File: config.mk
export PLATFORM = sky130hd
export DESIGN_NAME = touch_contact_state_tracker_core
export DESIGN_NICKNAME = d
export VERILOG_FILES = /design/src/hw/rtl/tcst_pkg.sv /design/src/hw/rtl/touch_contact_state_tracker_core.sv
export SDC_FILE = /design/constraint.sdc
export NUM_CORES = 1
export LEC_CHECK = 0
export BUFFER_PORTS_ARGS = -buffer_cell sky130_fd_sc_hd__buf_2
export CELL_PAD_IN_SITES_DETAIL_PLACEMENT = 0
export CELL_PAD_IN_SITES_GLOBAL_PLACEMENT = 2
export CORE_AREA = 2 2 288 361
export DETAILED_ROUTE_END_ITERATION = 16
export DIE_AREA = 0 0 290 363
export PLACE_DENSITY_LB_ADDON = 0.1
export REMOVE_ABC_BUFFERS = 1
export SETUP_SLACK_MARGIN = 0.15
export SYNTH_ARGS = -nofsm -noshare
export SYNTH_HDL_FRONTEND = slang
export SYNTH_SLANG_ARGS = --single-unit
File: constraint.sdc
create_clock -name aclk -period 13.6 [get_ports aclk]
set_clock_uncertainty 0.15 [all_clocks]
set_input_delay 1.36 -clock aclk [delete_from_list [all_inputs] [get_ports aclk]]
set_output_delay 1.36 -clock aclk [all_outputs]
set_load 0.05 [all_outputs]
File: src/hw/rtl/tcst_pkg.sv
// ----------------------------------------------------------------------------
// tcst_pkg
// Shared codes and widths for the touch contact state tracker.
// ----------------------------------------------------------------------------
package tcst_pkg;

    localparam int IdW    = 8;
    localparam int FlagW  = 6;
    localparam int PosW   = 32;
    localparam int KindW  = 3;
    localparam int PhaseW = 2;

    typedef logic [KindW-1:0]  kind_t;
    typedef logic [PhaseW-1:0] phase_t;
    typedef logic [FlagW-1:0]  flags_t;

    // operation codes
    localparam logic OP_REPORT  = 1'b0;
    localparam logic OP_DISMISS = 1'b1;

    // contact flag bits
    localparam flags_t FL_DOWN      = 6'h01;
    localparam flags_t FL_UPDATE    = 6'h02;
    localparam flags_t FL_UP        = 6'h04;
    localparam flags_t FL_INRANGE   = 6'h08;
    localparam flags_t FL_INCONTACT = 6'h10;
    localparam flags_t FL_CANCELED  = 6'h20;

    // flag combinations that match a transition
    localparam flags_t FL_ENGAGE     = FL_DOWN | FL_INRANGE | FL_INCONTACT;
    localparam flags_t FL_HOVER_UPD  = FL_UPDATE | FL_INRANGE;
    localparam flags_t FL_HOVER_LOST = FL_UPDATE | FL_CANCELED;
    localparam flags_t FL_MOVE       = FL_UPDATE | FL_INRANGE | FL_INCONTACT;
    localparam flags_t FL_LIFT_HOVER = FL_UP | FL_INRANGE;
    localparam flags_t FL_LIFT_CANCEL = FL_UP | FL_CANCELED;

    // contact phases
    localparam phase_t PH_OUT     = 2'd0;
    localparam phase_t PH_HOVER   = 2'd1;
    localparam phase_t PH_ENGAGED = 2'd2;

    // event kinds
    localparam kind_t EV_DOWN        = 3'd0;
    localparam kind_t EV_MOTION      = 3'd1;
    localparam kind_t EV_UP          = 3'd2;
    localparam kind_t EV_CANCEL      = 3'd3;
    localparam kind_t EV_FRAME       = 3'd4;
    localparam kind_t EV_VIOLATION   = 3'd5;
    localparam kind_t EV_HOVER_BEGIN = 3'd6;
    localparam kind_t EV_HOVER_END   = 3'd7;

endpackage

File: src/hw/rtl/touch_contact_state_tracker_core.sv
// ----------------------------------------------------------------------------
// touch_contact_state_tracker_core
// Per-contact touch state machine held in a synchronous table, one
// read-modify-write per item, emitting up to three events per item.
//
//  channel | dir | tdata (low bit up)                          | tuser      | tlast
//  s_      | in  | contact_idx, contact_flags, pos_x, pos_y,   | operation  | frame_end
//          |     | position_ok, pad                            |            |
//  m_      | out | event_contact, event_x, event_y             | event_kind | last
//
//  Sequence: after acceptance the lookup state reads the table, then a send step
//  puts out each event (N = events, 0..3); the next item is taken after the last.
//  Reset: per-entry valid flops clear at once; an entry never written reads as
//  out of range and not ignored, so no clearing pass is needed.
//  Stalls: m_tready low holds the output register and the event sequencer;
//  a new item is accepted while the final event still waits in the output.
// ----------------------------------------------------------------------------
module touch_contact_state_tracker_core #(
    parameter int CONTACTS = 256
) (
    input  logic        aclk,
    input  logic        aresetn,
    // input items
    input  logic        s_tvalid,
    output logic        s_tready,
    input  logic [79:0] s_tdata,   // contact_idx[7:0], contact_flags[13:8], pos_x[45:14],
                                   // pos_y[77:46], position_ok[78], zero[79]
    input  logic        s_tuser,   // operation
    input  logic        s_tlast,   // frame_end
    // result items
    output logic        m_tvalid,
    input  logic        m_tready,
    output logic [71:0] m_tdata,   // event_contact[7:0], event_x[39:8], event_y[71:40]
    output logic [2:0]  m_tuser,   // event_kind
    output logic        m_tlast    // last
);

    localparam int AW = (CONTACTS > 1) ? $clog2(CONTACTS) : 1;
    localparam logic [tcst_pkg::IdW:0] ID_LIMIT = (tcst_pkg::IdW + 1)'(CONTACTS);

    // sequencer states
    localparam logic [1:0] ST_IDLE = 2'd0;
    localparam logic [1:0] ST_LOOK = 2'd1;
    localparam logic [1:0] ST_SEND = 2'd2;

    logic [1:0] state_reg, state_next;

    // contact table: {ignored, phase}
    logic [2:0]          table_mem [CONTACTS];
    logic [CONTACTS-1:0] written_reg;
    logic [2:0]          rd_data_reg;
    logic                rd_written_reg;

    // captured item
    logic                          op_reg;
    logic [tcst_pkg::IdW-1:0]      id_reg;
    tcst_pkg::flags_t              fl_reg;
    logic [tcst_pkg::PosW-1:0]     x_reg;
    logic [tcst_pkg::PosW-1:0]     y_reg;
    logic                          ok_reg;
    logic                          fend_reg;

    logic frame_pending_reg;

    // event buffer
    tcst_pkg::kind_t ev_kind_reg [3];
    logic [1:0]      ev_cnt_reg;
    logic [1:0]      ev_idx_reg;

    // output register
    logic        m_tvalid_reg;
    logic [71:0] m_tdata_reg;
    logic [2:0]  m_tuser_reg;
    logic        m_tlast_reg;

    logic s_accept;
    logic out_free;

    assign s_tready = (state_reg == ST_IDLE);
    assign s_accept = s_tvalid && s_tready;
    assign out_free = !m_tvalid_reg || m_tready;

    // ---------------- transition logic (in ST_LOOK) ----------------
    tcst_pkg::phase_t ph, cph, nph;
    logic             ign, nign, fp_next, wr_en, in_bounds;
    tcst_pkg::kind_t  k [3];
    logic [1:0]       n;

    always_comb begin
        ph        = rd_written_reg ? rd_data_reg[1:0] : tcst_pkg::PH_OUT;
        ign       = rd_written_reg & rd_data_reg[2];
        in_bounds = ({1'b0, id_reg} < ID_LIMIT);
        cph       = ph;
        nph       = ph;
        nign      = ign;
        fp_next   = frame_pending_reg;
        wr_en     = 1'b0;
        n         = 2'd0;
        k[0]      = tcst_pkg::EV_DOWN;
        k[1]      = tcst_pkg::EV_DOWN;
        k[2]      = tcst_pkg::EV_DOWN;

        if (op_reg == tcst_pkg::OP_DISMISS) begin
            if (in_bounds && (ph == tcst_pkg::PH_HOVER || ph == tcst_pkg::PH_ENGAGED)) begin
                if (ph == tcst_pkg::PH_HOVER) begin
                    k[n] = tcst_pkg::EV_HOVER_END;
                    n    = n + 2'd1;
                end else if (!ign) begin
                    k[n]    = tcst_pkg::EV_CANCEL;
                    n       = n + 2'd1;
                    fp_next = 1'b1;
                end
                nph   = tcst_pkg::PH_OUT;
                nign  = 1'b0;
                wr_en = 1'b1;
                // dismiss flushes the pending frame
                if (fp_next) begin
                    k[n]    = tcst_pkg::EV_FRAME;
                    n       = n + 2'd1;
                    fp_next = 1'b0;
                end
            end
        end else begin
            if (in_bounds) begin
                wr_en = 1'b1;
                // hovering contact touching down: end the hover first
                if (cph == tcst_pkg::PH_HOVER && fl_reg == tcst_pkg::FL_ENGAGE) begin
                    k[n] = tcst_pkg::EV_HOVER_END;
                    n    = n + 2'd1;
                    cph  = tcst_pkg::PH_OUT;
                end
                if (cph == tcst_pkg::PH_OUT) begin
                    if (fl_reg == tcst_pkg::FL_ENGAGE) begin
                        if (ok_reg) begin
                            k[n]    = tcst_pkg::EV_DOWN;
                            n       = n + 2'd1;
                            fp_next = 1'b1;
                        end else begin
                            nign = 1'b1;
                        end
                        nph = tcst_pkg::PH_ENGAGED;
                    end else if (fl_reg == tcst_pkg::FL_HOVER_UPD) begin
                        k[n] = tcst_pkg::EV_HOVER_BEGIN;
                        n    = n + 2'd1;
                        nph  = tcst_pkg::PH_HOVER;
                    end else begin
                        k[n] = tcst_pkg::EV_VIOLATION;
                        n    = n + 2'd1;
                    end
                end else if (cph == tcst_pkg::PH_HOVER) begin
                    if (fl_reg == tcst_pkg::FL_HOVER_UPD) begin
                        nph = tcst_pkg::PH_HOVER;
                    end else if (fl_reg == tcst_pkg::FL_HOVER_LOST ||
                                 fl_reg == tcst_pkg::FL_UPDATE) begin
                        k[n] = tcst_pkg::EV_HOVER_END;
                        n    = n + 2'd1;
                        nph  = tcst_pkg::PH_OUT;
                        nign = 1'b0;
                    end else begin
                        k[n] = tcst_pkg::EV_VIOLATION;
                        n    = n + 2'd1;
                    end
                end else begin
                    if (fl_reg == tcst_pkg::FL_MOVE) begin
                        if (!ign && ok_reg) begin
                            k[n]    = tcst_pkg::EV_MOTION;
                            n       = n + 2'd1;
                            fp_next = 1'b1;
                        end
                    end else if (fl_reg == tcst_pkg::FL_LIFT_HOVER ||
                                 fl_reg == tcst_pkg::FL_UP ||
                                 fl_reg == tcst_pkg::FL_LIFT_CANCEL) begin
                        if (!ign) begin
                            k[n]    = (fl_reg == tcst_pkg::FL_LIFT_CANCEL) ?
                                      tcst_pkg::EV_CANCEL : tcst_pkg::EV_UP;
                            n       = n + 2'd1;
                            fp_next = 1'b1;
                        end
                        nign = 1'b0;
                        if (fl_reg == tcst_pkg::FL_LIFT_HOVER) begin
                            k[n] = tcst_pkg::EV_HOVER_BEGIN;
                            n    = n + 2'd1;
                            nph  = tcst_pkg::PH_HOVER;
                        end else begin
                            nph  = tcst_pkg::PH_OUT;
                        end
                    end else begin
                        k[n] = tcst_pkg::EV_VIOLATION;
                        n    = n + 2'd1;
                    end
                end
            end
            if (fend_reg && fp_next) begin
                k[n]    = tcst_pkg::EV_FRAME;
                n       = n + 2'd1;
                fp_next = 1'b0;
            end
        end
    end

    // ---------------- contact table ----------------
    always_ff @(posedge aclk) begin
        if (state_reg == ST_LOOK && wr_en) begin
            table_mem[id_reg[AW-1:0]] <= {nign, nph};
        end
        if (s_accept) begin
            rd_data_reg <= table_mem[s_tdata[AW-1:0]];
        end
    end

    always_ff @(posedge aclk) begin
        if (!aresetn) begin
            written_reg    <= '0;
            rd_written_reg <= 1'b0;
        end else begin
            if (state_reg == ST_LOOK && wr_en) begin
                written_reg[id_reg[AW-1:0]] <= 1'b1;
            end
            if (s_accept) begin
                rd_written_reg <= written_reg[s_tdata[AW-1:0]];
            end
        end
    end

    // ---------------- item capture ----------------
    always_ff @(posedge aclk) begin
        if (s_accept) begin
            op_reg   <= s_tuser;
            id_reg   <= s_tdata[7:0];
            fl_reg   <= s_tdata[13:8];
            x_reg    <= s_tdata[45:14];
            y_reg    <= s_tdata[77:46];
            ok_reg   <= s_tdata[78];
            fend_reg <= s_tlast;
        end
    end

    // ---------------- sequencer ----------------
    always_comb begin
        state_next = state_reg;
        unique case (state_reg)
            ST_IDLE: begin
                if (s_accept) state_next = ST_LOOK;
            end
            ST_LOOK: begin
                state_next = (n == 2'd0) ? ST_IDLE : ST_SEND;
            end
            ST_SEND: begin
                if (out_free && ev_idx_reg == ev_cnt_reg - 2'd1) state_next = ST_IDLE;
            end
            default: state_next = ST_IDLE;
        endcase
    end

    always_ff @(posedge aclk) begin
        if (!aresetn) begin
            state_reg         <= ST_IDLE;
            frame_pending_reg <= 1'b0;
            ev_cnt_reg        <= 2'd0;
            ev_idx_reg        <= 2'd0;
            m_tvalid_reg      <= 1'b0;
        end else begin
            state_reg <= state_next;
            if (state_reg == ST_LOOK) begin
                frame_pending_reg <= fp_next;
                ev_cnt_reg        <= n;
                ev_idx_reg        <= 2'd0;
            end
            if (state_reg == ST_SEND && out_free) begin
                m_tvalid_reg <= 1'b1;
                ev_idx_reg   <= ev_idx_reg + 2'd1;
            end else if (m_tready) begin
                m_tvalid_reg <= 1'b0;
            end
        end
    end

    // event buffer and output payload
    always_ff @(posedge aclk) begin
        if (state_reg == ST_LOOK) begin
            ev_kind_reg[0] <= k[0];
            ev_kind_reg[1] <= k[1];
            ev_kind_reg[2] <= k[2];
        end
        if (state_reg == ST_SEND && out_free) begin
            m_tuser_reg       <= ev_kind_reg[ev_idx_reg];
            m_tlast_reg       <= (ev_idx_reg == ev_cnt_reg - 2'd1);
            m_tdata_reg[7:0]  <= (ev_kind_reg[ev_idx_reg] == tcst_pkg::EV_FRAME) ?
                                 8'd0 : id_reg;
            if (ev_kind_reg[ev_idx_reg] == tcst_pkg::EV_DOWN ||
                ev_kind_reg[ev_idx_reg] == tcst_pkg::EV_MOTION) begin
                m_tdata_reg[39:8]  <= x_reg;
                m_tdata_reg[71:40] <= y_reg;
            end else begin
                m_tdata_reg[39:8]  <= '0;
                m_tdata_reg[71:40] <= '0;
            end
        end
    end

    assign m_tvalid = m_tvalid_reg;
    assign m_tdata  = m_tdata_reg;
    assign m_tuser  = m_tuser_reg;
    assign m_tlast  = m_tlast_reg;

`ifndef ASSERT_OFF
    // table lookup only follows an accepted item
    a_look_after_accept: assert property (@(posedge aclk) disable iff (!aresetn)
        (state_reg == ST_LOOK) |-> $past(s_accept))
        else $error("lookup without accepted item");

    // sequencer never runs past the buffered events
    a_idx_in_range: assert property (@(posedge aclk) disable iff (!aresetn)
        (state_reg == ST_SEND) |-> (ev_idx_reg < ev_cnt_reg))
        else $error("event index past count");

    // a report with frame end leaves no frame pending
    a_frame_flushed: assert property (@(posedge aclk) disable iff (!aresetn)
        (state_reg == ST_LOOK && op_reg == tcst_pkg::OP_REPORT && fend_reg)
        |=> !frame_pending_reg)
        else $error("frame still pending after frame end");

    // table never takes an unused phase code
    a_phase_legal: assert property (@(posedge aclk) disable iff (!aresetn)
        (state_reg == ST_LOOK && wr_en) |-> (nph != 2'd3))
        else $error("illegal phase written");
`endif

endmodule
After elaboration in Yosys (flattened, before gate mapping)
Memories as Yosys holds them, arrays and structs flattened. A register that Yosys moved wholly into a read port is not among the register bits.
Index checks and enable logic that the tools add are counted.
{ "op_classes": {"add_sub_neg": 6, "magnitude_cmp": 11, "eq_ne": 19, "muxes": 123, "bitwise_logic": 27, "n_reduce_logical": 28} }
{ "ops": {"columns": ["op", "n"], "rows": [
  ["$or A256 B256 Y256", 1],
  ["$mux W9", 22],
  ["$mux W2", 44],
  ["$mux W1", 40],
  ["$mux W3", 9],
  ["$demux W3 S2", 4],
  ["$and A6 B6 Y6", 3],
  ["$lt A8 B9 Y1 const B", 2],
  ["$not A6 Y6", 3],
  ["$or A6 B6 Y6", 3],
  ["$eq A6 B4 Y1 const B", 2],
  ["$eq A6 B5 Y1 const B", 2],
  ["$eq A6 B6 Y1 const B", 2],
  ["$ge A3 B3 Y1 const B", 4],
  ["$logic_and A1 B1 Y1", 12],
  ["$lt A3 B1 Y1 const B", 4],
  ["$not A2 Y3", 4],
  ["$add A2 B1 Y2 const B", 5],
  ["$and A3 B3 Y3", 3],
  ["$and A9 B9 Y9", 1],
  ["$bwmux W9", 1],
  ["$not A3 Y3", 3],
  ["$not A9 Y9", 1],
  ["$or A3 B3 Y3", 3],
  ["22 further kinds", 36]
]} }
{ "word_totals": {"register_bits": 422, "ram_bits": 777, "word_cells": 234, "mem_count": 2} }
{ "mem_list": {"columns": ["memory", "depth", "width", "read_ports", "rd_clocked_by_memory_dff", "write_ports", "line", "rtl"], "rows": [
  ["table_mem", 256, 3, 1, 1, 1, "touch_contact_state_tracker_core.sv:49", "logic [2:0] table_mem [CONTACTS];"],
  ["ev_kind_reg", 3, 3, 1, 1, 3, "touch_contact_state_tracker_core.sv:66", "tcst_pkg::kind_t ev_kind_reg [3];"]
]} }

Longest topological paths before layout
Gate-level depths: netlist (run 1).
{ "logic_depth": {"depth_word": 28, "ltp_mapped": 16, "depth_no_buf": 16} }

Worst setup path before layout (run 1)
OpenSTA, ideal clock, no wires.
{ "synth_path": {"path_type": "register to register", "startpoint": "register rd_data_reg[0], read port of table_mem", "endpoint": "memory table_mem[0][0] (data pin)", "setup_ns": 1.729, "arrival_time_ns": 9.495, "t_required_ns": 11.721, "slack_ns": 2.226, "stages_incl_launch_ff": 10, "n_path_buf": 0, "synth_period_minus_slack_ns": 11.374, "cell_sequence": "edfxtp_1 > nand2_1 > inv_1 > ha_1 > and3b_1 > nand2_2 > inv_1 > o31ai_1 > o21ai_0 > a31oi_1"} }
{ "synth_via": {"elab_chain_len": 9, "elab_cells_between_ends": 19} }
{ "synth_lines": {"columns": ["item", "line", "rtl"], "rows": [
  ["from (decl)", "touch_contact_state_tracker_core.sv:51", "logic [2:0] rd_data_reg;"],
  ["$mux W2 *", "touch_contact_state_tracker_core.sv:90", "ph = rd_written_reg ? rd_data_reg[1:0] : tcst_pkg::PH_OUT;"],
  ["$eq A2 B1 Y1", "touch_contact_state_tracker_core.sv:104, touch_contact_state_tracker_core.sv:127", null],
  ["$logic_and A1 B1 Y1", "touch_contact_state_tracker_core.sv:127", "if (cph == tcst_pkg::PH_HOVER && fl_reg == tcst_pkg::FL_ENGAGE) begin"],
  ["$mux W2", "touch_contact_state_tracker_core.sv:127", null],
  ["$mux W2", "touch_contact_state_tracker_core.sv:103", "if (op_reg == tcst_pkg::OP_DISMISS) begin"],
  ["$eq A2 B1 Y1", "touch_contact_state_tracker_core.sv:150", "end else if (cph == tcst_pkg::PH_HOVER) begin"],
  ["$mux W2", "touch_contact_state_tracker_core.sv:150", null],
  ["$mux W2", "touch_contact_state_tracker_core.sv:132", "if (cph == tcst_pkg::PH_OUT) begin"],
  ["$mux W2 *", "touch_contact_state_tracker_core.sv:103", null],
  ["via nph[0]", "touch_contact_state_tracker_core.sv:84", "tcst_pkg::phase_t ph, cph, nph;"],
  ["to (decl)", "touch_contact_state_tracker_core.sv:49", null]
]} }
The timed path passes the listed nets; every way through them passes the cells marked *. The select of a mux whose other input is x is not followed.

Worst setup path after layout (run 1)
{ "layout_path": {"startpoint": "register rd_data_reg[1], read port of table_mem", "endpoint": "memory table_mem[17][0] (data pin)"} }
The elaborated chain is that of the path after synthesis.

==> results of run 1 <==
[metal layers]
metal / part of all wire [%] / vias up / track usage (%) / wire length (um)
met1: 40 / 12900 / 27.58 / 46070
met2: 52 / 769 / 38.88 / 59390
met5: 0.0078 / - / 0 / 9
li1: - / 10962 / - / -
met4: 2.3 / 2 / 6.618 / 2628
met3: 5.9 / 127 / 3.722 / 6788
[layout by cell type, fill, tap and decap left out, types with 12 or more instances in the layout]
cell / n
buf_2: 159
edfxtp_1: 936
clkbuf_8: 23
clkbuf_16: 122
inv_1: 16
a22oi_1: 70
clkinv_2: 21
nor2_1: 288
nand2b_1: 12
a221oi_1: 27
ha_1: 16
nand3_1: 23
mux4_2: 250
nor2b_1: 24
and2_1: 70
mux2i_1: 26
clkbuf_1: 31
dfxtp_1: 267
a22o_1: 28
nand2_1: 73
o21a_1: 256
a21oi_1: 18
buf_4: 33
o21ai_0: 22
[stage by stage]
step	utilization (%)	setup WS [ns]	instance area (um2)	total power, mW	hold slack (ns)
2_1_floorplan	-	2.226	45730	4.300	0.2854
3_3_place_gp	47.80	7.785	48650	4.468	0.2912
3_5_place_dp	47.80	7.696	48650	4.476	0.2976
4_1_cts	51.72	8.222	52650	7.790	0.3119
5_1_grt	51.72	7.813	52650	7.948	0.3210
6_report	51.72	8.195	52650	7.708	0.3084
[worst min-delay path by stage]
stage / start / endpoint / slack, ns / cells after the start
4_1_cts: written_reg[194]$_SDFFE_PN0P_ / written_reg[194]$_SDFFE_PN0P_ / 0.31 / 1
6_report: written_reg[50]$_SDFFE_PN0P_ / written_reg[50]$_SDFFE_PN0P_ / 0.31 / 1
2_1_floorplan: written_reg[106]$_SDFFE_PN0P_ / written_reg[106]$_SDFFE_PN0P_ / 0.29 / 1
3_5_place_dp: written_reg[194]$_SDFFE_PN0P_ / written_reg[194]$_SDFFE_PN0P_ / 0.30 / 1
5_1_grt: written_reg[238]$_SDFFE_PN0P_ / written_reg[238]$_SDFFE_PN0P_ / 0.32 / 1
3_3_place_gp: written_reg[203]$_SDFFE_PN0P_ / written_reg[203]$_SDFFE_PN0P_ / 0.29 / 1
[layout make-up]
| cell class | instances | area (um2) |
|---|---|---|
| clock buffers | 176 | 3486 |
| multi-input cells | 1319 | 12330 |
| flip-flops and latches | 1203 | 33450 |
| inverters | 16 | 60.06 |
| fillers | 8288 | 49140 |
| clock inverters | 48 | 506.7 |
| repair buffers | 198 | 1149 |
| well taps | 1330 | 1664 |
[worst reg2reg max path, cell delays in order (launching register included)]
cell and delay (ns):
edfxtp_1 0.60, nand2_1 0.37, ha_1 0.38, and3b_1 0.23, a211oi_1 0.65, o21ai_0 0.40, a31oi_4 0.77, buf_4 0.68
buf_4 0.75
[power groups by stage]
| stage | clock network (mW) | logic [mW] | registers, mW |
|---|---|---|---|
| floorplan | 0 | 0.172 | 4.13 |
| global placement | 0 | 0.373 | 4.09 |
| detailed placement | 0 | 0.381 | 4.10 |
| CTS | 3.39 | 0.381 | 4.02 |
| global route | 3.53 | 0.402 | 4.02 |
| finish | 3.32 | 0.373 | 4.02 |
[cells by family (layout without fill, tap and decap cells)]
group | count (synthesis) | in the layout | share of synthesized area [%]
DFF | 1203 | 1203 | 71.83
and+or+nand+nor | 540 | 540 | 5.245
adders and majority gates | 16 | 16 | 0.4299
muxes | 279 | 279 | 12.72
xor gates and xnor gates | 2 | 2 | 0.03762
buffers and inverters | 183 | 438 | 1.921
AOI/OAI and AO/OA | 482 | 482 | 7.811
==> results.sh, run 1 <==
export IMPL_first_pass_iters=7
export IMPL_totalWireLength_mm=114.9
export IMPL_area_growth_pct=13.05
export IMPL_max_clock_path_buffers=3
export IMPL_max_slew_margin_pct=21.25
export IMPL_slowest_delay_ns=0.77
export IMPL_critPathKind="reg -> reg"
export IMPL_synth_edff_count=936
export IMPL_fin_cells=4290
export IMPL_coreArea_um2=101800
export IMPL_ant_nets=0
export IMPL_worst_path_most_repeated_cell="buf_4"
export IMPL_switching_share_pct=21.21
export IMPL_hold_path_class="reg -> reg"
export IMPL_reg2reg_from="rd_data_reg[1]$_DFFE_PP_"
export IMPL_ys_warn_count=0
export IMPL_synth_seq_area_share_pct=71.83
export IMPL_path_cells="nand2_1 > ha_1 > and3b_1 > a211oi_1 > o21ai_0 > a31oi_4 > buf_4 > buf_4"
export IMPL_dp_cells=4066
export IMPL_ctsResizeCount=0
export IMPL_rows=131
export IMPL_slowest_stage="a31oi_4"
export IMPL_crit_path_max_fanout=71
export IMPL_critPathCaptureType="flip-flop"
export IMPL_grt_overflow=0
export IMPL_hpwlAfterDp_mm=71.32
export IMPL_clock_sinks=1203
export IMPL_synth_top_area_cell="edfxtp_1"
export IMPL_setup_tns_final_ns=0
export IMPL_drcViolationCount=0
export IMPL_synthTopCellsByCount="edfxtp_1, nor2_1, dfxtp_1"
export IMPL_io_buffers=162
export IMPL_die_y_um=363
export IMPL_grt_max_degree=257
export IMPL_slew_violations=0
export IMPL_clockRootBuffer="clkbuf_16"
export IMPL_crit_start="rd_data_reg[1]$_DFFE_PP_"
export IMPL_wl_per_cell_um=26.78
export IMPL_cp_arrival_ns=5.65
export IMPL_switchingPower_mw=1.635
export IMPL_async_flop_share_pct=0
export IMPL_grt_pass1_vias=25707
export IMPL_clkPwrFrac_pct=43.0
export IMPL_ys_types=67
export IMPL_initial_core_util_pct=45.75
export IMPL_yosys_cell_count_top_type="edfxtp_1"
export IMPL_drt_iter0_markers=1822
export IMPL_power_density_nw_per_um2=146.4
export IMPL_netlist_area_leader_share_pct=60.36
export IMPL_startpoint_type="flip-flop"
export IMPL_grtUsageTotal_pct=21.90
export IMPL_ys_ff_latch=1203
export IMPL_status="completed"
export IMPL_crit_end="table_mem[17][0]$_DFFE_PP_"
export IMPL_num_nets_final=2957
export IMPL_die_area_um2=105300
export IMPL_power_leakage_nw=17.29
export IMPL_finalCriticalPeriod_ns=5.405
export IMPL_largest_reg_flops=768
export IMPL_seqPwrFrac_pct=52.1
export IMPL_worstSkewPairLatency_ns=0.72
export IMPL_clk_pin_slew_ns=0.07
export IMPL_reg2reg_slack_ns=8.20
export IMPL_hold_violations=0
export IMPL_final_setup_viol_count=0
export IMPL_cts_buffers=117
export IMPL_synth_area_leaders="edfxtp_1, mux4_2, dfxtp_1"
export IMPL_tightest_slew_ns=1.181
export IMPL_via_count=24760
export IMPL_diodes=0
export IMPL_dieWidth_um=290
export IMPL_post_route_period_util_pct=39.74
export IMPL_pin_count=164
export IMPL_antenna_found_initial=1
export IMPL_r2r_cells=8
export IMPL_power_frac_comb_pct=4.8
export IMPL_worst_path_buf_inv=2
export IMPL_cts_htree_levels=3
export IMPL_synthFlopType="edfxtp_1"
export IMPL_cap_violations=0
export IMPL_grt_pass1_wl_mm=169.4
export IMPL_internal_power_mw=6.073
export IMPL_crit_family="compound AO/OA/AOI/OAI gates"
export IMPL_r2r_end="table_mem[17][0]$_DFFE_PP_"
export IMPL_synth_cells=2705
export IMPL_fmax_ghz=0.1850
export IMPL_rsz0062_at_grt="false"
export IMPL_avgSynthCellArea_um2=17.22
export IMPL_cts_setup_buffers=0
export IMPL_gp_congestion=0.7755
export IMPL_crit_cells=8
export IMPL_cts_tree="built"
export IMPL_drive_above_1_share_pct=22.43
export IMPL_syn_area_um2=46570
export IMPL_vias_per_cell=5.772
export IMPL_cp_required_ns=13.85
export IMPL_cts_hold_buf=0
export IMPL_ir_worst_vdd_mv=0.1008
Note: power is estimated with default switching activity, not from simulation.
==> inputs of run 2 (changes only) <==
clock period = 5.6 ns   (was 13.6 ns; I/O delays follow)
==> results.sh, run 2 (synthesis results as in run 1) <==
export IMPL_fillers=8201
export IMPL_grtUsageTotal_pct=22.22
export IMPL_drt_iter0_markers=1795
export IMPL_via_count=25298
export IMPL_cts_buffers=120
export IMPL_reg2reg_from="rd_written_reg$_SDFFE_PN0P_"
export IMPL_drive_above_1_share_pct=22.21
export IMPL_grt_max_degree=194
export IMPL_seqPwrFrac_pct=52.8
export IMPL_critPathKind="reg -> reg"
export IMPL_clk_pin_slew_ns=0.06
export IMPL_min_to="written_reg[219]$_SDFFE_PN0P_"
export IMPL_regArea_um2=33450
export IMPL_cts_setup_buffers=0
export IMPL_cts_hold_buf=73
export IMPL_grt_pass1_vias=26525
export IMPL_pre_cts_slack_ns=1.264
export IMPL_max_clock_path_buffers=3
export IMPL_switching_share_pct=21.71
export IMPL_finalCriticalPeriod_ns=4.228
export IMPL_final_common_cell="edfxtp_1"
export IMPL_coreArea_um2=101800
export IMPL_num_nets_final=3059
export IMPL_ir_worst_vdd_mv=0.2471
export IMPL_diodes=0
export IMPL_worstSkewPairLatency_ns=0.71
export IMPL_cp_required_ns=5.86
export IMPL_status="completed"
export IMPL_rsz0062_at_grt="false"
export IMPL_largest_reg_flops=768
export IMPL_antenna_found_initial=3
export IMPL_final_setup_viol_count=0
export IMPL_reg2reg_slack_ns=1.37
export IMPL_rows=131
export IMPL_power_frac_comb_pct=5.3
export IMPL_hpwlAfterDp_mm=73.36
export IMPL_power_leakage_nw=17.65
export IMPL_fin_area_um2=53470
export IMPL_crit_path_max_fanout=193
export IMPL_vias_per_cell=5.761
export IMPL_hold_path_class="in -> reg"
export IMPL_die_area_um2=105300
export IMPL_r2r_end="table_mem[31][2]$_DFFE_PP_"
export IMPL_clockRootBuffer="clkbuf_16"
export IMPL_fin_util_pct=52.53
export IMPL_cp_arrival_ns=4.49
export IMPL_power_mw=18.49
export IMPL_max_slew_margin_pct=24.71
export IMPL_multiInputGateArea_um2=12320
export IMPL_whs_path_depth=2
export IMPL_drcViolationCount=0
export IMPL_cts_htree_levels=3
export IMPL_ant_nets=0
export IMPL_first_pass_iters=5
export IMPL_totalWireLength_mm=116.1
export IMPL_grt_overflow=0
export IMPL_gp_congestion=0.8171
export IMPL_post_route_period_util_pct=75.50
export IMPL_die_y_um=363
export IMPL_dieWidth_um=290
export IMPL_initial_core_util_pct=45.75
export IMPL_hold_violations=0
export IMPL_r2r_cells=10
export IMPL_grt_pass1_wl_mm=172.8
export IMPL_cts_tree="built"
export IMPL_clock_sinks=1203
export IMPL_tightest_slew_ns=1.129
export IMPL_placed_area_um2=48940
export IMPL_power_density_nw_per_um2=345.7
export IMPL_hp_start="aresetn"
export IMPL_critPathCaptureType="flip-flop"
export IMPL_switchingPower_mw=4.014
export IMPL_io_buffers=162
export IMPL_clkPwrFrac_pct=41.9
export IMPL_setup_slack_ns=1.372
export IMPL_cap_violations=0
export IMPL_final_cell_mix="edfxtp_1, nor2_1, dfxtp_1"
export IMPL_ctsResizeCount=0
export IMPL_internal_power_mw=14.47
export IMPL_area_growth_pct=14.82
export IMPL_slew_violations=0
export IMPL_startpoint_type="flip-flop"
export IMPL_pin_count=164
export IMPL_wl_per_cell_um=26.44
export IMPL_fmax_ghz=0.2365
## run 2: cell types whose count changed in the layout (fill, tap and decap cells not counted), sizes merged
cell         previous run  this run
dlygate4sd3             0        73
buf                   198       224
clkinvlp                3         4
clkinv                 32        38
bufinv                 10         6
clkbuf                176       174
inv                    19        20
## run 2: layer usage
metal,up-vias,share of wire [%],wire [um],global-route usage (%)
met2,796,50,58490,38.63
met3,156,5.8,6780,3.826
li1,11172,-,-,-
met5,-,0.016,18,0
met4,4,2.2,2568,6.464
met1,13170,42,48250,28.78
## run 2: area by class of cell
cell class	instances	share of cell area [%]
clock inverters	52	0.8471
multi-input cells	1319	23.04
well taps	1330	3.112
clock buffers	174	6.262
repair buffers	297	4.067
flip-flops and latches	1203	62.56
inverters	16	0.1123
## run 2: critical path: stages (launching register included)
cell	delay, ns
dfxtp_1	0.53
nand2_1	0.27
inv_1	0.16
ha_1	0.27
and3b_1	0.25
a211oi_1	0.17
a221oi_1	0.32
o21ai_0	0.23
o22ai_4	0.20
buf_12	0.59
buf_4	0.70
## run 2: worst max path at each step
stage               cells after the start  slack (ns)                   startpoint                    endpoint
finish                                 10        1.37  rd_written_reg$_SDFFE_PN0P_  table_mem[31][2]$_DFFE_PP_
global route                           10        1.07  rd_written_reg$_SDFFE_PN0P_  table_mem[28][2]$_DFFE_PP_
CTS                                    10        1.35  rd_written_reg$_SDFFE_PN0P_  table_mem[95][2]$_DFFE_PP_
detailed placement                      8        1.26                   s_tdata[0]    rd_data_reg[1]$_DFFE_PP_
global placement                        8        1.26                   s_tdata[0]    rd_data_reg[1]$_DFFE_PP_
floorplan                               9       -5.77     rd_data_reg[0]$_DFFE_PP_   table_mem[0][0]$_DFFE_PP_
## run 2: power groups by stage
| stage | Sequential (mW) | Combinational, mW | Clock [mW] |
|---|---|---|---|
| global placement | 9.94 | 0.939 | 0 |
| finish | 9.75 | 0.982 | 7.75 |
| detailed placement | 9.94 | 0.956 | 0 |
| floorplan | 10.0 | 0.417 | 0 |
| global route | 9.75 | 1.05 | 8.28 |
| CTS | 9.75 | 1.00 | 7.94 |
## run 2: through the flow
step	setup TNS, ns	hold WS [ns]	cells
floorplan	-3466.11	0.2854	2538
global placement	0	0.2906	4092
detailed placement	0	0.2983	4092
CTS	0	0.01552	4391
global route	0	0.04695	4391
finish	0	0.05349	4391
==> inputs of run 3 (changes only) <==
ABC_AREA = 1   (was unset)
CORE_AREA = 2 2 323 405   (was 2 2 288 361)
DIE_AREA = 0 0 325 407   (was 0 0 290 363)
clock period = 3.8 ns   (was 5.6 ns; I/O delays follow)
==> results.sh, run 3 <==
export IMPL_netlist_area_leader_share_pct=58.06
export IMPL_fmax_ghz=0.3043
export IMPL_setup_slack_ns=0.5139
export IMPL_grt_pass1_vias=33934
export IMPL_post_route_period_util_pct=86.48
export IMPL_grt_max_degree=125
export IMPL_power_leakage_nw=20.28
export IMPL_holdWs_ns=0.08443
export IMPL_clk_pin_slew_ns=0.06
export IMPL_yosys_cell_count_top_type="edfxtp_1"
export IMPL_rsz0062_at_grt="false"
export IMPL_first_pass_iters=5
export IMPL_status="completed"
export IMPL_dieWidth_um=325
export IMPL_final_cell_mix="edfxtp_1, nor2_1, nand2_1"
export IMPL_reg2reg_from="fl_reg[2]$_DFFE_PP_"
export IMPL_finalCriticalPeriod_ns=3.286
export IMPL_grt_overflow=0
export IMPL_final_common_cell="edfxtp_1"
export IMPL_ir_worst_vdd_mv=0.3243
export IMPL_grt_pass1_wl_mm=217.7
export IMPL_power_density_nw_per_um2=516.6
export IMPL_rows=147
export IMPL_via_count=33568
export IMPL_cap_violations=0
export IMPL_pin_count=164
export IMPL_max_slew_margin_pct=47.59
export IMPL_pre_cts_slack_ns=0.5101
export IMPL_cts_htree_levels=4
export IMPL_syn_area_um2=48410
export IMPL_cts_hold_buf=78
export IMPL_synth_edff_count=936
export IMPL_crit_path_max_fanout=14
export IMPL_async_flop_share_pct=0
export IMPL_r2r_end="state_reg[1]$_SDFFE_PN0P_"
export IMPL_vias_per_cell=5.183
export IMPL_cts_setup_buffers=0
export IMPL_ys_warn_count=0
export IMPL_ctsResizeCount=0
export IMPL_startpoint_type="flip-flop"
export IMPL_max_clock_path_buffers=3
export IMPL_ys_ff_latch=1203
export IMPL_final_setup_viol_count=0
export IMPL_drive_above_1_share_pct=10.18
export IMPL_die_area_um2=132300
export IMPL_r2r_cells=21
export IMPL_totalWireLength_mm=146.1
export IMPL_avgSynthCellArea_um2=10.85
export IMPL_hold_violations=0
export IMPL_cp_required_ns=4.30
export IMPL_whs_path_depth=2
export IMPL_critPathCaptureType="flip-flop"
export IMPL_wl_per_cell_um=22.56
export IMPL_die_y_um=407
export IMPL_grtUsageTotal_pct=22.13
export IMPL_ant_nets=0
export IMPL_initial_core_util_pct=37.76
export IMPL_fin_util_pct=44.06
export IMPL_power_mw=29.18
export IMPL_largest_reg_flops=768
export IMPL_drcViolationCount=0
export IMPL_slew_violations=0
export IMPL_synthTopCellsByCount="edfxtp_1, nor2_1, nand2_1"
export IMPL_cts_buffers=132
export IMPL_gp_congestion=0.7817
export IMPL_reg2reg_slack_ns=0.51
export IMPL_worstSkewPairLatency_ns=0.76
export IMPL_critPathKind="reg -> reg"
export IMPL_synthFlopType="edfxtp_1"
export IMPL_area_growth_pct=16.68
export IMPL_synth_area_leaders="edfxtp_1, dfxtp_1, nor2_1"
export IMPL_synth_top_area_cell="edfxtp_1"
export IMPL_num_nets_final=4756
export IMPL_ys_types=36
export IMPL_io_buffers=162
export IMPL_cp_arrival_ns=3.78
export IMPL_synth_seq_area_share_pct=69.10
export IMPL_synth_cells=4462
export IMPL_tightest_slew_ns=0.7832
export IMPL_clock_sinks=1203
export IMPL_min_to="id_reg[5]$_DFFE_PP_"
export IMPL_hold_path_class="in -> reg"
export IMPL_hp_start="s_tdata[5]"
export IMPL_antenna_found_initial=1
export IMPL_clockRootBuffer="clkbuf_16"
export IMPL_drt_iter0_markers=2230
export IMPL_cts_tree="built"
export IMPL_hpwlAfterDp_mm=86.96
export IMPL_coreArea_um2=128200
==> run 3: layout make-up <==
| class | instances | area (um2) |
|---|---|---|
| fillers | 12301 | 71710 |
| flip-flops and latches | 1203 | 33450 |
| multi-input cells | 2784 | 12930 |
| clock buffers | 191 | 3761 |
| repair buffers | 349 | 2935 |
| well taps | 1713 | 2143 |
| inverters | 184 | 715.7 |
| clock inverters | 52 | 540.5 |
| diodes | 1 | 2.502 |
==> run 3: worst max-delay path, stage by stage, from the launching register on <==
cell and delay [ns]:
edfxtp_1 0.43, inv_2 0.08, nand3_1 0.08, nor2_2 0.32
nand2_4 0.21, ha_1 0.36, inv_1 0.06, nand4_1 0.11
nand3_1 0.12, nand2_1 0.06, nand3_1 0.10, nand2_1 0.11
nand2_1 0.14, inv_1 0.06, ha_1 0.27, nand3_1 0.07
nand2_1 0.06, nor2_1 0.04, nor2_1 0.13, nand4_1 0.10
nand2_1 0.07, inv_1 0.04
==> run 3: how the worst max path moves through the flow <==
| stage | start | cells after the start | to |
|---|---|---|---|
| floorplan | rd_data_reg[0]$_DFFE_PP_ | 5 | table_mem[0][2]$_DFFE_PP_ |
| global placement | fl_reg[2]$_DFFE_PP_ | 21 | state_reg[1]$_SDFFE_PN0P_ |
| detailed placement | s_tdata[0] | 13 | rd_data_reg[0]$_DFFE_PP_ |
| CTS | fl_reg[5]$_DFFE_PP_ | 21 | state_reg[1]$_SDFFE_PN0P_ |
| global route | rd_written_reg$_SDFFE_PN0P_ | 21 | state_reg[1]$_SDFFE_PN0P_ |
| finish | fl_reg[2]$_DFFE_PP_ | 21 | state_reg[1]$_SDFFE_PN0P_ |
==> run 3: cells by family (layout without fill, tap and decap cells) <==
group / Yosys count / in the layout / share of synthesized area [%]
buffers and inverters: 475 / 776 / 4.275
other: 0 / 1 / 0
AO/OA/AOI/OAI: 793 / 793 / 9.643
XOR/XNOR: 1 / 1 / 0.01810
flip-flops: 1203 / 1203 / 69.10
adder cells (fa/ha/maj): 16 / 16 / 0.4135
AND/OR/NAND/NOR: 1974 / 1974 / 16.55
==> run 3: stage by stage <==
stage / setup TNS [ns] / std cells / cell area (um2)
global route: 0 / 6476 / 56480
global placement: 0 / 6155 / 51400
finish: 0 / 6477 / 56480
CTS: 0 / 6476 / 56480
floorplan: -3363.29 / 4171 / 47030
detailed placement: 0 / 6155 / 51400
==> run 3: power breakdown <==
group          internal [mW]  switching [mW]
Sequential              14.3          0.0448
Combinational          0.542            1.45
Clock                   7.51            5.30
==> run 3: routing by layer <==
metal / global-route usage, % / vias to the layer above / wire [um]
met1: 27.93 / 16650 / 64090
met2: 39.28 / 752 / 72640
met4: 6.774 / 2 / 3752
met5: 0 / - / 7
li1: - / 15955 / -
met3: 3.142 / 209 / 5650
